==> src/rtl/tap_tempo_controller_macros.svh <==
// ----------------------------------------------------------------------------
// tap tempo controller assertion macros
// checks that can be compiled out with ASSERT_OFF
// ----------------------------------------------------------------------------
`ifndef TAP_TEMPO_CONTROLLER_MACROS_SVH
`define TAP_TEMPO_CONTROLLER_MACROS_SVH

`ifndef ASSERT_OFF

// same-cycle implication, quiet during reset
`define TT_ASSERT_IMP(lbl, ante, cons) \
	lbl: assert property (@(posedge clk) disable iff (!arst_n) (ante) |-> (cons)) \
		else $error("tap tempo check failed");

// next-cycle implication, quiet during reset
`define TT_ASSERT_NXT(lbl, ante, cons) \
	lbl: assert property (@(posedge clk) disable iff (!arst_n) (ante) |=> (cons)) \
		else $error("tap tempo check failed");

`else

`define TT_ASSERT_IMP(lbl, ante, cons)
`define TT_ASSERT_NXT(lbl, ante, cons)

`endif

`endif

==> src/rtl/tt_pkg.sv <==
// ----------------------------------------------------------------------------
// tt_pkg
// widths, constants and helper functions of the tap tempo controller
// ----------------------------------------------------------------------------
`default_nettype none

package tt_pkg;

	localparam int DATA_W   = 16;
	localparam int SAMPLE_W = 10;
	localparam int TCNT_W   = 8;
	localparam int CODE_W   = 3;
	localparam int DIVD_W   = 20;
	localparam int DIVS_W   = 4;
	localparam int REM_W    = 4;
	localparam int PADDR_W  = 4;
	localparam int PDATA_W  = 32;

	localparam int TICKS_PER_MS_DEF = 20;

	// thresholds
	localparam logic [DATA_W-1:0]   SW_JUMP      = 16'd300;
	localparam logic [DATA_W-1:0]   POT_JUMP_TAP = 16'd72;
	localparam logic [11:0]         SINGLE_SLACK = 12'd800;
	localparam logic [DATA_W-1:0]   MIN_TAP_MS   = 16'd100;
	localparam logic [SAMPLE_W-1:0] SW_LOW       = 10'd100;
	localparam logic [SAMPLE_W-1:0] SW_HIGH      = 10'd900;
	localparam logic [DATA_W-1:0]   BLINK_ON_MS  = 16'd8;
	localparam logic [17:0]         BLINK_LEAD   = 18'd4;
	localparam logic [DATA_W-1:0]   LAST_INIT    = 16'd60000;
	localparam logic [DATA_W-1:0]   DRIVE_INIT   = 16'd500;
	localparam logic [CODE_W-1:0]   BTN_CODE_OFS = 3'd3;
	localparam logic [TCNT_W-1:0]   TCNT_MAX     = 8'd255;

	// register reset values
	localparam logic [9:0]        DELAY_MAX_RST   = 10'd1000;
	localparam logic [9:0]        POT_SCALE_RST   = 10'd1;
	localparam logic [DATA_W-1:0] START_TEMPO_RST = 16'd500;
	localparam logic              START_TAP_RST   = 1'b0;

	typedef enum logic [1:0] {
		REG_DELAY_MAX   = 2'd0,
		REG_POT_SCALE   = 2'd1,
		REG_START_TEMPO = 2'd2,
		REG_START_TAP   = 2'd3
	} reg_idx_t;

	// subdivision numerator: 3 for three quarters, else 1
	function automatic logic [1:0] mult_num(input logic [CODE_W-1:0] code);
		logic [1:0] n;
		case (code)
			3'd1:    n = 2'd3;
			default: n = 2'd1;
		endcase
		return n;
	endfunction

	// subdivision denominator
	function automatic logic [2:0] mult_den(input logic [CODE_W-1:0] code);
		logic [2:0] d;
		case (code)
			3'd1:    d = 3'd4;
			3'd2:    d = 3'd2;
			3'd3:    d = 3'd3;
			3'd4:    d = 3'd4;
			3'd5:    d = 3'd6;
			default: d = 3'd1;
		endcase
		return d;
	endfunction

	function automatic logic [DATA_W-1:0] sat_inc(input logic [DATA_W-1:0] v);
		return (v == '1) ? v : v + 1'b1;
	endfunction

	function automatic logic [DATA_W-1:0] sat_from20(input logic [DIVD_W-1:0] v);
		return (v[DIVD_W-1:DATA_W] != '0) ? '1 : v[DATA_W-1:0];
	endfunction

	function automatic logic [DATA_W-1:0] abs_diff(input logic [DATA_W-1:0] a,
		input logic [DATA_W-1:0] b);
		return (a > b) ? a - b : b - a;
	endfunction

endpackage

`default_nettype wire

==> src/rtl/tap_tempo_controller.sv <==
// a poll passes through phases a, b and c to the result beat, with a pass
// through the shared 20-step divider when a switch change or a tap needs one
// throughput: one poll at a time, next beat taken once the result is delivered
// the bit-serial restoring divider computes one quotient bit a cycle
// reset: control state and registers load reset values at once, no clearing pass; poll latches have no reset
`default_nettype none

`include "tap_tempo_controller_macros.svh"

// ----------------------------------------------------------------------------
// tap_tempo_controller
// tap tempo with subdivision, idle timeout, pot fallback and beat led
// ----------------------------------------------------------------------------
module tap_tempo_controller #(
	parameter int TICKS_PER_MS = tt_pkg::TICKS_PER_MS_DEF
) (
	input  wire logic                          clk,
	input  wire logic                          arst_n,
	input  wire logic                          psel,
	input  wire logic                          penable,
	input  wire logic                          pwrite,
	input  wire logic [tt_pkg::PADDR_W-1:0]    paddr,
	input  wire logic [tt_pkg::PDATA_W-1:0]    pwdata,
	output logic      [tt_pkg::PDATA_W-1:0]    prdata,
	output logic                               pready,
	input  wire logic                          in_valid,
	output logic                               in_stall,
	input  wire logic                          fine_tick,
	input  wire logic                          button,
	input  wire logic [tt_pkg::SAMPLE_W-1:0]   pot_sample,
	input  wire logic [tt_pkg::SAMPLE_W-1:0]   switch_sample,
	output logic                               out_valid,
	input  wire logic                          out_stall,
	output logic      [tt_pkg::DATA_W-1:0]     delay_value,
	output logic                               led_on,
	output logic                               tap_control
);
	import tt_pkg::*;

	localparam int FCW   = $clog2(TICKS_PER_MS);
	localparam int FCW1  = FCW + 1;
	localparam int HALF  = TICKS_PER_MS / 2;
	localparam int CNT_W = $clog2(DIVD_W);

	typedef enum logic [2:0] {
		S_IDLE, S_A, S_B, S_DIV, S_WR, S_C
	} state_t;

	state_t state_q;

	// configuration registers
	logic [9:0]        delay_max_q;
	logic [9:0]        pot_scale_q;
	logic [DATA_W-1:0] start_tempo_q;
	logic              start_tap_q;

	// latched poll
	logic                tick_q, btn_q;
	logic [SAMPLE_W-1:0] pot_q, sw_q;

	// controller state
	logic [FCW-1:0]    fine_count_q;
	logic [DATA_W-1:0] elapsed_q, blink_q, tempo_q, divided_q;
	logic [DATA_W-1:0] last_switch_q, last_pot_q, drive_q;
	logic [TCNT_W-1:0] tap_count_q;
	logic [CODE_W-1:0] code_q;
	logic              held_q, tapping_q, tap_mode_q, led_q, first_seen_q;

	// divider
	logic [DIVD_W-1:0] quo_q;
	logic [REM_W-1:0]  rem_q;
	logic [DIVS_W-1:0] divs_q;
	logic [CNT_W-1:0]  div_cnt_q;
	logic              div_from_b_q;

	// result register
	logic              out_valid_q;
	logic [DATA_W-1:0] out_delay_q;
	logic              out_led_q, out_tap_q;

	// ---------------------------------------------------------------- cfg port
	logic     cfg_wr;
	reg_idx_t cfg_idx;

	assign pready  = 1'b1;
	assign cfg_wr  = psel && penable && pwrite;
	assign cfg_idx = reg_idx_t'(paddr[3:2]);

	always_comb begin
		case (cfg_idx)
			REG_DELAY_MAX:   prdata = {22'd0, delay_max_q};
			REG_POT_SCALE:   prdata = {22'd0, pot_scale_q};
			REG_START_TEMPO: prdata = {16'd0, start_tempo_q};
			REG_START_TAP:   prdata = {31'd0, start_tap_q};
			default:         prdata = '0;
		endcase
	end

	always_ff @(posedge clk or negedge arst_n) begin
		if (!arst_n) begin
			delay_max_q   <= DELAY_MAX_RST;
			pot_scale_q   <= POT_SCALE_RST;
			start_tempo_q <= START_TEMPO_RST;
			start_tap_q   <= START_TAP_RST;
		end else if (cfg_wr) begin
			case (cfg_idx)
				REG_DELAY_MAX:   delay_max_q   <= pwdata[9:0];
				REG_POT_SCALE:   pot_scale_q   <= pwdata[9:0];
				REG_START_TEMPO: start_tempo_q <= pwdata[DATA_W-1:0];
				REG_START_TAP:   start_tap_q   <= pwdata[0];
				default: ;
			endcase
		end
	end

	// ---------------------------------------------------------------- handshake
	logic in_take, out_take;

	assign in_stall    = (state_q != S_IDLE) || out_valid_q;
	assign in_take     = in_valid && !in_stall;
	assign out_take    = out_valid_q && !out_stall;
	assign out_valid   = out_valid_q;
	assign delay_value = out_delay_q;
	assign led_on      = out_led_q;
	assign tap_control = out_tap_q;

	// poll payload capture
	always_ff @(posedge clk) begin
		if (in_take) begin
			tick_q <= fine_tick;
			btn_q  <= button;
			pot_q  <= pot_sample;
			sw_q   <= switch_sample;
		end
	end

	// ---------------------------------------------------------------- phase a
	// first poll load, tick counting and division switch
	logic              tm_a, roll_a, sw_chg_a, clr_a, div_a;
	logic [DATA_W-1:0] tempo_a, lpot_a, el_t, bl_t, el_a, bl_a, lsw_a, sw_ext, pot_ext;
	logic [FCW1-1:0]   fc_inc;
	logic [FCW-1:0]    fc_a;
	logic [CODE_W-1:0] pos_a, code_a;
	logic [TCNT_W-1:0] tcnt_a;
	logic              tapping_a, held_a;
	logic [17:0]       tn_a;
	logic [DIVD_W-1:0] dvd_a;
	logic [DIVS_W-1:0] dvs_a;
	logic [1:0]        n_a;
	logic [2:0]        d_a;

	assign sw_ext  = {6'd0, sw_q};
	assign pot_ext = {6'd0, pot_q};

	always_comb begin
		tm_a    = first_seen_q ? tap_mode_q : start_tap_q;
		tempo_a = first_seen_q ? tempo_q : start_tempo_q;
		lpot_a  = first_seen_q ? last_pot_q : (start_tap_q ? pot_ext : LAST_INIT);

		fc_inc = {1'b0, fine_count_q} + 1'b1;
		roll_a = tick_q && (fc_inc >= FCW1'(TICKS_PER_MS));
		fc_a   = !tick_q ? fine_count_q : (roll_a ? '0 : fc_inc[FCW-1:0]);
		el_t   = roll_a ? sat_inc(elapsed_q) : elapsed_q;
		bl_t   = roll_a ? sat_inc(blink_q) : blink_q;

		sw_chg_a = abs_diff(last_switch_q, sw_ext) > SW_JUMP;
		pos_a    = (sw_q <= SW_LOW) ? 3'd0 : ((sw_q < SW_HIGH) ? 3'd1 : 3'd2);
		code_a   = sw_chg_a ? (btn_q ? pos_a + BTN_CODE_OFS : pos_a) : code_q;
		clr_a    = sw_chg_a && btn_q;

		tcnt_a    = clr_a ? '0 : tap_count_q;
		tapping_a = clr_a ? 1'b0 : tapping_q;
		el_a      = clr_a ? '0 : el_t;
		held_a    = clr_a ? 1'b1 : held_q;
		bl_a      = sw_chg_a ? '0 : bl_t;
		lsw_a     = sw_chg_a ? sw_ext : last_switch_q;

		// rounded tempo * n / d as (2 * tempo * n + d) / (2 * d)
		n_a   = mult_num(code_a);
		d_a   = mult_den(code_a);
		tn_a  = (n_a == 2'd3) ? ({2'd0, tempo_a} + {1'b0, tempo_a, 1'b0}) : {2'd0, tempo_a};
		dvd_a = {1'b0, tn_a, 1'b0} + {17'd0, d_a};
		dvs_a = {d_a, 1'b0};
		div_a = sw_chg_a && tm_a;
	end

	// ---------------------------------------------------------------- phase b
	// pot, first tap, timeouts, release and later tap
	logic              pot_mv, ft, to1, to2, tmo, rel, lt;
	logic [DATA_W-1:0] pot_diff, drive_b, el_b1, el_b2, el2, tempo_b, lpot_b, lsw_b;
	logic [19:0]       pot_prod;
	logic [FCW-1:0]    fc_b1;
	logic [TCNT_W-1:0] tcnt_b1, tcnt_b2, tcnt_inc;
	logic              held_b1, held_b2, tapping_b1, tapping_b2, tm_b1;
	logic [17:0]       triple, el_n, rhs, el2n;
	logic [18:0]       div_d_prod;
	logic [DIVD_W-1:0] dvd_b;
	logic [DIVS_W-1:0] dvs_b;
	logic [DATA_W:0]   tempo_sum;
	logic [1:0]        n_b;
	logic [2:0]        d_b;

	always_comb begin
		n_b = mult_num(code_q);
		d_b = mult_den(code_q);

		pot_diff = abs_diff(last_pot_q, pot_ext);
		pot_mv   = !tapping_q && ((tap_mode_q && (pot_diff >= POT_JUMP_TAP)) ||
			(!tap_mode_q && (pot_diff != '0)));
		pot_prod = pot_q * pot_scale_q;
		drive_b  = pot_mv ? sat_from20(pot_prod) : drive_q;
		tm_b1    = pot_mv ? 1'b0 : tap_mode_q;

		ft         = btn_q && !held_q && (tap_count_q == '0);
		fc_b1      = ft ? '0 : fine_count_q;
		el_b1      = ft ? '0 : elapsed_q;
		tcnt_b1    = ft ? 8'd1 : tap_count_q;
		held_b1    = ft || held_q;
		tapping_b1 = ft || tapping_q;

		triple = {2'd0, tempo_q} + {1'b0, tempo_q, 1'b0};
		el_n   = (n_b == 2'd3) ? ({2'd0, el_b1} + {1'b0, el_b1, 1'b0}) : {2'd0, el_b1};
		rhs    = {8'd0, delay_max_q} * {15'd0, d_b} + {6'd0, SINGLE_SLACK} * {16'd0, n_b};
		to1    = (tcnt_b1 > 8'd1) && !btn_q && !held_b1 && ({2'd0, el_b1} > triple);
		to2    = !to1 && (tcnt_b1 == 8'd1) && !btn_q && !held_b1 && (el_n > rhs);
		tmo    = to1 || to2;

		el_b2      = tmo ? '0 : el_b1;
		tcnt_b2    = tmo ? '0 : tcnt_b1;
		tapping_b2 = tmo ? 1'b0 : tapping_b1;

		rel     = !btn_q && held_b1;
		held_b2 = rel ? 1'b0 : held_b1;
		lpot_b  = (pot_mv || rel) ? pot_ext : last_pot_q;
		lsw_b   = rel ? sw_ext : last_switch_q;

		lt       = btn_q && !held_b2 && (tcnt_b2 != '0) && (el_b2 >= MIN_TAP_MS);
		el2      = (fc_b1 >= FCW'(HALF)) ? sat_inc(el_b2) : el_b2;
		el2n     = (n_b == 2'd3) ? ({2'd0, el2} + {1'b0, el2, 1'b0}) : {2'd0, el2};
		tcnt_inc = (tcnt_b2 == TCNT_MAX) ? tcnt_b2 : tcnt_b2 + 1'b1;

		// first interval sets tempo, later ones average into it
		div_d_prod = {3'd0, divided_q} * {16'd0, d_b};
		tempo_sum  = {1'b0, tempo_q} + {1'b0, el2};
		if (tcnt_b2 == 8'd1) begin
			dvd_b   = {2'd0, el2n};
			dvs_b   = {1'b0, d_b};
			tempo_b = el2;
		end else begin
			dvd_b   = {1'b0, div_d_prod} + {2'd0, el2n};
			dvs_b   = {d_b, 1'b0};
			tempo_b = tempo_sum[DATA_W:1];
		end
	end

	// ---------------------------------------------------------------- phase c
	// beat led
	logic              blk, beat, led_c1, led_c2, led_c;
	logic [DATA_W-1:0] bl_c;

	always_comb begin
		led_c1 = (!tap_mode_q && !tapping_q) ? 1'b1 : led_q;
		led_c2 = (tapping_q && (tap_count_q == 8'd1) && held_q) ? 1'b0 : led_c1;
		blk    = tap_mode_q && !tapping_q && !btn_q;
		beat   = $signed({2'd0, blink_q}) >= ($signed({2'd0, tempo_q}) - $signed(BLINK_LEAD));
		bl_c   = (blk && beat) ? '0 : blink_q;
		if (blk)
			led_c = (bl_c >= BLINK_ON_MS) ? 1'b0 : (beat ? 1'b1 : led_c2);
		else
			led_c = led_c2;
	end

	// ---------------------------------------------------------------- divider step
	logic [REM_W:0] trial;
	logic           trial_ge;

	assign trial    = {rem_q, quo_q[DIVD_W-1]};
	assign trial_ge = trial >= {1'b0, divs_q};

	// ---------------------------------------------------------------- sequencer
	always_ff @(posedge clk or negedge arst_n) begin
		if (!arst_n) begin
			state_q       <= S_IDLE;
			fine_count_q  <= '0;
			elapsed_q     <= '0;
			blink_q       <= '0;
			tap_count_q   <= '0;
			held_q        <= 1'b0;
			tapping_q     <= 1'b0;
			tap_mode_q    <= START_TAP_RST;
			tempo_q       <= START_TEMPO_RST;
			divided_q     <= DRIVE_INIT;
			code_q        <= '0;
			last_switch_q <= LAST_INIT;
			last_pot_q    <= LAST_INIT;
			drive_q       <= DRIVE_INIT;
			led_q         <= 1'b0;
			first_seen_q  <= 1'b0;
			quo_q         <= '0;
			rem_q         <= '0;
			divs_q        <= '0;
			div_cnt_q     <= '0;
			div_from_b_q  <= 1'b0;
			out_valid_q   <= 1'b0;
			out_delay_q   <= '0;
			out_led_q     <= 1'b0;
			out_tap_q     <= 1'b0;
		end else begin
			if (out_take)
				out_valid_q <= 1'b0;
			case (state_q)
				S_IDLE: begin
					if (in_take)
						state_q <= S_A;
				end
				S_A: begin
					first_seen_q  <= 1'b1;
					tap_mode_q    <= tm_a;
					tempo_q       <= tempo_a;
					last_pot_q    <= lpot_a;
					fine_count_q  <= fc_a;
					elapsed_q     <= el_a;
					blink_q       <= bl_a;
					code_q        <= code_a;
					tap_count_q   <= tcnt_a;
					tapping_q     <= tapping_a;
					held_q        <= held_a;
					last_switch_q <= lsw_a;
					if (div_a) begin
						quo_q        <= dvd_a;
						rem_q        <= '0;
						divs_q       <= dvs_a;
						div_cnt_q    <= '0;
						div_from_b_q <= 1'b0;
						state_q      <= S_DIV;
					end else begin
						state_q <= S_B;
					end
				end
				S_B: begin
					drive_q       <= drive_b;
					last_pot_q    <= lpot_b;
					last_switch_q <= lsw_b;
					tapping_q     <= tapping_b2;
					tap_mode_q    <= lt ? 1'b1 : tm_b1;
					fine_count_q  <= lt ? '0 : fc_b1;
					elapsed_q     <= lt ? '0 : el_b2;
					blink_q       <= lt ? '0 : blink_q;
					tap_count_q   <= lt ? tcnt_inc : tcnt_b2;
					held_q        <= lt ? 1'b1 : held_b2;
					tempo_q       <= lt ? tempo_b : tempo_q;
					led_q         <= lt ? 1'b1 : (rel ? 1'b0 : led_q);
					if (lt) begin
						quo_q        <= dvd_b;
						rem_q        <= '0;
						divs_q       <= dvs_b;
						div_cnt_q    <= '0;
						div_from_b_q <= 1'b1;
						state_q      <= S_DIV;
					end else begin
						state_q <= S_C;
					end
				end
				S_DIV: begin
					// one restoring step: quotient bit shifts in at the bottom
					quo_q <= {quo_q[DIVD_W-2:0], trial_ge};
					rem_q <= trial_ge ? REM_W'(trial - {1'b0, divs_q}) : trial[REM_W-1:0];
					if (div_cnt_q == CNT_W'(DIVD_W - 1))
						state_q <= S_WR;
					else
						div_cnt_q <= div_cnt_q + 1'b1;
				end
				S_WR: begin
					divided_q <= sat_from20(quo_q);
					drive_q   <= sat_from20(quo_q);
					state_q   <= div_from_b_q ? S_C : S_B;
				end
				S_C: begin
					blink_q     <= bl_c;
					led_q       <= led_c;
					out_valid_q <= 1'b1;
					out_delay_q <= drive_q;
					out_led_q   <= led_c;
					out_tap_q   <= tap_mode_q;
					state_q     <= S_IDLE;
				end
				default: state_q <= S_IDLE;
			endcase
		end
	end

	// ---------------------------------------------------------------- checks
	`TT_ASSERT_NXT(a_take_starts, in_take, state_q == S_A)
	`TT_ASSERT_IMP(a_tap_count, tapping_q, tap_count_q != '0)
	`TT_ASSERT_IMP(a_div_bound, state_q == S_DIV, div_cnt_q <= CNT_W'(DIVD_W - 1))
	`TT_ASSERT_IMP(a_out_from_c, $rose(out_valid_q), $past(state_q) == S_C)
	`TT_ASSERT_IMP(a_hold_input, out_valid_q, in_stall)

endmodule

`default_nettype wire
==> config.mk <==
export PLATFORM = sky130hd
export DESIGN_NAME = tap_tempo_controller
export DESIGN_NICKNAME = d
export VERILOG_FILES = /design/src/rtl/tt_pkg.sv /design/src/rtl/tap_tempo_controller.sv
export VERILOG_INCLUDE_DIRS = /design/src /design/src/rtl
export SDC_FILE = /design/constraint.sdc
export NUM_CORES = 1
export LEC_CHECK = 0
export ABC_AREA = 0
export BUFFER_PORTS_ARGS = -buffer_cell sky130_fd_sc_hd__buf_2
export CAP_MARGIN = 5
export CELL_PAD_IN_SITES_DETAIL_PLACEMENT = 0
export CELL_PAD_IN_SITES_GLOBAL_PLACEMENT = 1
export CORE_MARGIN = 8
export CORE_UTILIZATION = 49
export DETAILED_ROUTE_END_ITERATION = 8
export PLACE_DENSITY_LB_ADDON = 0.1
export SKIP_CTS_REPAIR_TIMING = 1
export SLEW_MARGIN = 20
export SYNTH_ARGS = -nofsm -noshare
export SYNTH_HDL_FRONTEND = slang
export SYNTH_SLANG_ARGS = --single-unit
==> constraint.sdc <==
create_clock -name clk -period 15.1 [get_ports clk]
set_clock_uncertainty 0.1 [all_clocks]
set_input_delay 0.755 -clock clk [delete_from_list [all_inputs] [get_ports clk]]
set_output_delay 0.755 -clock clk [all_outputs]
set_load 0.01 [all_outputs]
==> impl_metrics.env <==
export IMPL_top_layer_used="met5"
export IMPL_route_met2_wl_um=36800
export IMPL_dr_wl_met3_um=5130
export IMPL_via_per_inst=6.01
export IMPL_layout_drive_gt1_share_pct=10.6
export IMPL_root_buffer="clkbuf_16"
export IMPL_yosys_area_share_simple_pct=17.9
export IMPL_grt_pass1_vias=23000
export IMPL_critPathCaptureType="flop"
export IMPL_fin_hold_ws_ps=-3.82
export IMPL_synthesis_area_um2=26400
export IMPL_r2r_end="quo_q[18]"
export IMPL_postSynth_asyncResetShare_pct=90.8
export IMPL_crit_arrival_ps=13380
export IMPL_syn2layout_area_growth_pct=7.25
export IMPL_critPathKind="flop to flop"
export IMPL_maxSlewViolCount=0
export IMPL_num_vias=23100
export IMPL_die_x_um=248
export IMPL_tns_ps=0
export IMPL_start_util_pct=49.3
export IMPL_stdcell_count=3846
export IMPL_ys_seq_area_share_pct=23.1
export IMPL_post_place_cells=3790
export IMPL_coreArea_um2=53600
export IMPL_r2r_start="code_q[1]"
export IMPL_synth_cell_types=99
export IMPL_synth_edf_count=22
export IMPL_numCtsBuffers=30
export IMPL_wl_per_cell_um=21.0
export IMPL_crit_fanout=15
export IMPL_met1_length_um=36600
export IMPL_gp_congestion=0.908
export IMPL_pin_count=118
export IMPL_muxShareOfSynthArea_pct=5.22
export IMPL_drtAntennaViolNets=0
export IMPL_outcome="complete, but fails checks"
export IMPL_post_dp_hpwl_um=63100
export IMPL_r2r_setup_slack_ps=2110
export IMPL_yosys_warnings=0
export IMPL_grt_use_total_pct=26.1
export IMPL_cts_sinks=238
export IMPL_synth_top_family_by_area="adder cells"
export IMPL_reg2reg_depth=52
export IMPL_setup_violations=0
export IMPL_std_cell_rows=85
export IMPL_clkTransAtPathRegs_ps=60
export IMPL_cts_tree="yes"
export IMPL_relSlewSlack_pct=34.2
export IMPL_startpoint_type="flop"
export IMPL_cts_htree_levels=1
export IMPL_worstMarginPinSlew_ps=986
export IMPL_drv_max_cap_violation_count=0
export IMPL_nets=3598
export IMPL_rsz0062_at_grt="no"
export IMPL_synth_seq_cells=238
export IMPL_period_minus_slack_ps=12990
export IMPL_die_area_um2=61700
export IMPL_grt_remaining_overflow=0
export IMPL_routed_wl_um=80900
export IMPL_synth_compound_area_share_pct=20.0
export IMPL_hold_viol_final=3
export IMPL_worst_path_max_delay_cell="mux2i_2"
export IMPL_grt_max_degree=86
export IMPL_max_stage_delay_ps=840
export IMPL_utilization_pct=52.9
export IMPL_ys_flop_type="dfrtp_1"
export IMPL_drc_errors=0
export IMPL_n_antenna_cell=0
export IMPL_synth_adder_area_share_pct=22.6
export IMPL_violations="negative hold slack"
export IMPL_dieHeight_um=248
export IMPL_clk_path_buf_depth=3
export IMPL_finalCritPeriodShare_pct=86.0
export IMPL_synthXorXnorAreaFrac_pct=4.70
export IMPL_grt_pass1_wl_um=128000
export IMPL_crit_top_cell="a21oi_1"
export IMPL_synth_cells=3113
export IMPL_drt_iter0_drc=1739
export IMPL_antenna_found_initial=3
export IMPL_worstPathRequired_ps=15490
export IMPL_clock_latency_ps=610
export IMPL_synth_avg_cell_area_um2=8.49
export IMPL_io_buffers=82
export IMPL_hold_path_class="input pin to asynchronous set/reset pin"
export IMPL_fmax_mhz=77.0
export IMPL_first_pass_iters=8
==> worst max-delay path, delay by kind of cell (launching register included) <==
family	cells	cell delay [ps]
buffers and inverters	2	340
AND/OR/NAND/NOR	10	1520
multiplexers	1	840
AO/OA/AOI/OAI	27	6090
adder cells (fa/ha/maj)	9	3040
XOR/XNOR	3	450
flip-flops	1	490
==> Yosys cell counts (all sizes together) (21+ instances only) <==
library cell / count / area share (%)
xnor2: 95 / 3.1
dfrtp: 177 / 17
xor2: 47 / 1.6
o211ai: 24 / 0.68
nand4: 41 / 0.99
clkbuf: 95 / 1.3
nor2: 207 / 2.9
o31ai: 32 / 0.93
a211oi: 33 / 0.99
nor2b: 36 / 0.85
nand3: 65 / 1.3
and3: 28 / 0.66
a31oi: 31 / 0.73
fa: 116 / 8.8
mux2i: 48 / 1.8
edfxtp: 22 / 2.5
a21oi: 194 / 3.7
and2: 102 / 2.4
buf: 53 / 1.2
o21a: 30 / 0.85
a21o: 56 / 1.6
o22ai: 31 / 0.73
inv: 274 / 3.9
ha: 291 / 14
dfstp: 39 / 3.9
o21ai: 198 / 3.8
mux2: 75 / 3.2
nor3: 62 / 1.2
nand2: 317 / 4.6
nand2b: 26 / 0.62
o22a: 21 / 0.70
==> through the flow <==
stage / instance area (um2) / worst slack [ps]
4_1_cts: 28400 / 2230
2_1_floorplan: 26500 / 4200
3_5_place_dp: 27400 / 2290
5_1_grt: 28400 / 1120
3_3_place_gp: 27400 / 2430
6_report: 28400 / 2110
==> cells in the final DEF, fill, tap and decap left out, drive strengths merged, types with 33 or more instances in the layout <==
master and instances:
nand2 317, a21o 56, xnor2 95, nor3 62
clkbuf 39, and2 102, a211oi 33, nand3 65
mux2i 48, inv 276, mux2 75, dfrtp 177
buf 114, xor2 47, nor2b 36, ha 291
nand4 41, o21ai 198, a21oi 194, dfstp 39
fa 116, nor2 207
==> worst max path at each step <==
| stage | from | end | slack [ps] |
|---|---|---|---|
| 2_1_floorplan | code_q[2] | quo_q[18] | 4200 |
| 3_3_place_gp | code_q[2] | quo_q[18] | 2430 |
| 3_5_place_dp | code_q[2] | quo_q[18] | 2290 |
| 4_1_cts | code_q[2] | quo_q[18] | 2230 |
| 5_1_grt | code_q[2] | quo_q[18] | 1120 |
| 6_report | code_q[1] | quo_q[18] | 2110 |
==> routing by layer <==
layer	up-vias	global-route usage, %
met5	-	0
met4	2	7.43
met3	113	4.16
met2	626	42.2
met1	11400	36.0
li1	11000	-
==> cell families (layout without fill, tap and decap cells) <==
group,after synthesis,count (layout)
simple gates,968,968
flops,238,238
mux,125,125
fa+ha+maj,407,407
other cells,2,17
buf+inv,422,444
compound gates,809,809
xor+xnor,142,142
==> layout make-up <==
| class | instances | area [um2] |
|---|---|---|
| Multi-Input combinational cell | 2468 | 18700 |
| Timing Repair Buffer | 114 | 661 |
| Fill cell | 5093 | 25200 |
| Clock inverter | 17 | 153 |
| Tap cell | 696 | 871 |
| Clock buffer | 39 | 815 |
| Inverter | 274 | 1030 |
| Sequential cell | 238 | 6110 |
==> sequential cells by signal, indices dropped and copies added, names as in the netlist, 16 cells and up <==
register,flops
elapsed_q,16
quo_q,20
blink_q,16
tempo_q,16
divided_q,16
drive_q,16
delay_value,16
start_tempo_q,16
Power is left out: the tool's default activity adds up to more than one toggle a clock period on the data nets, which glitch-free logic cannot reach.
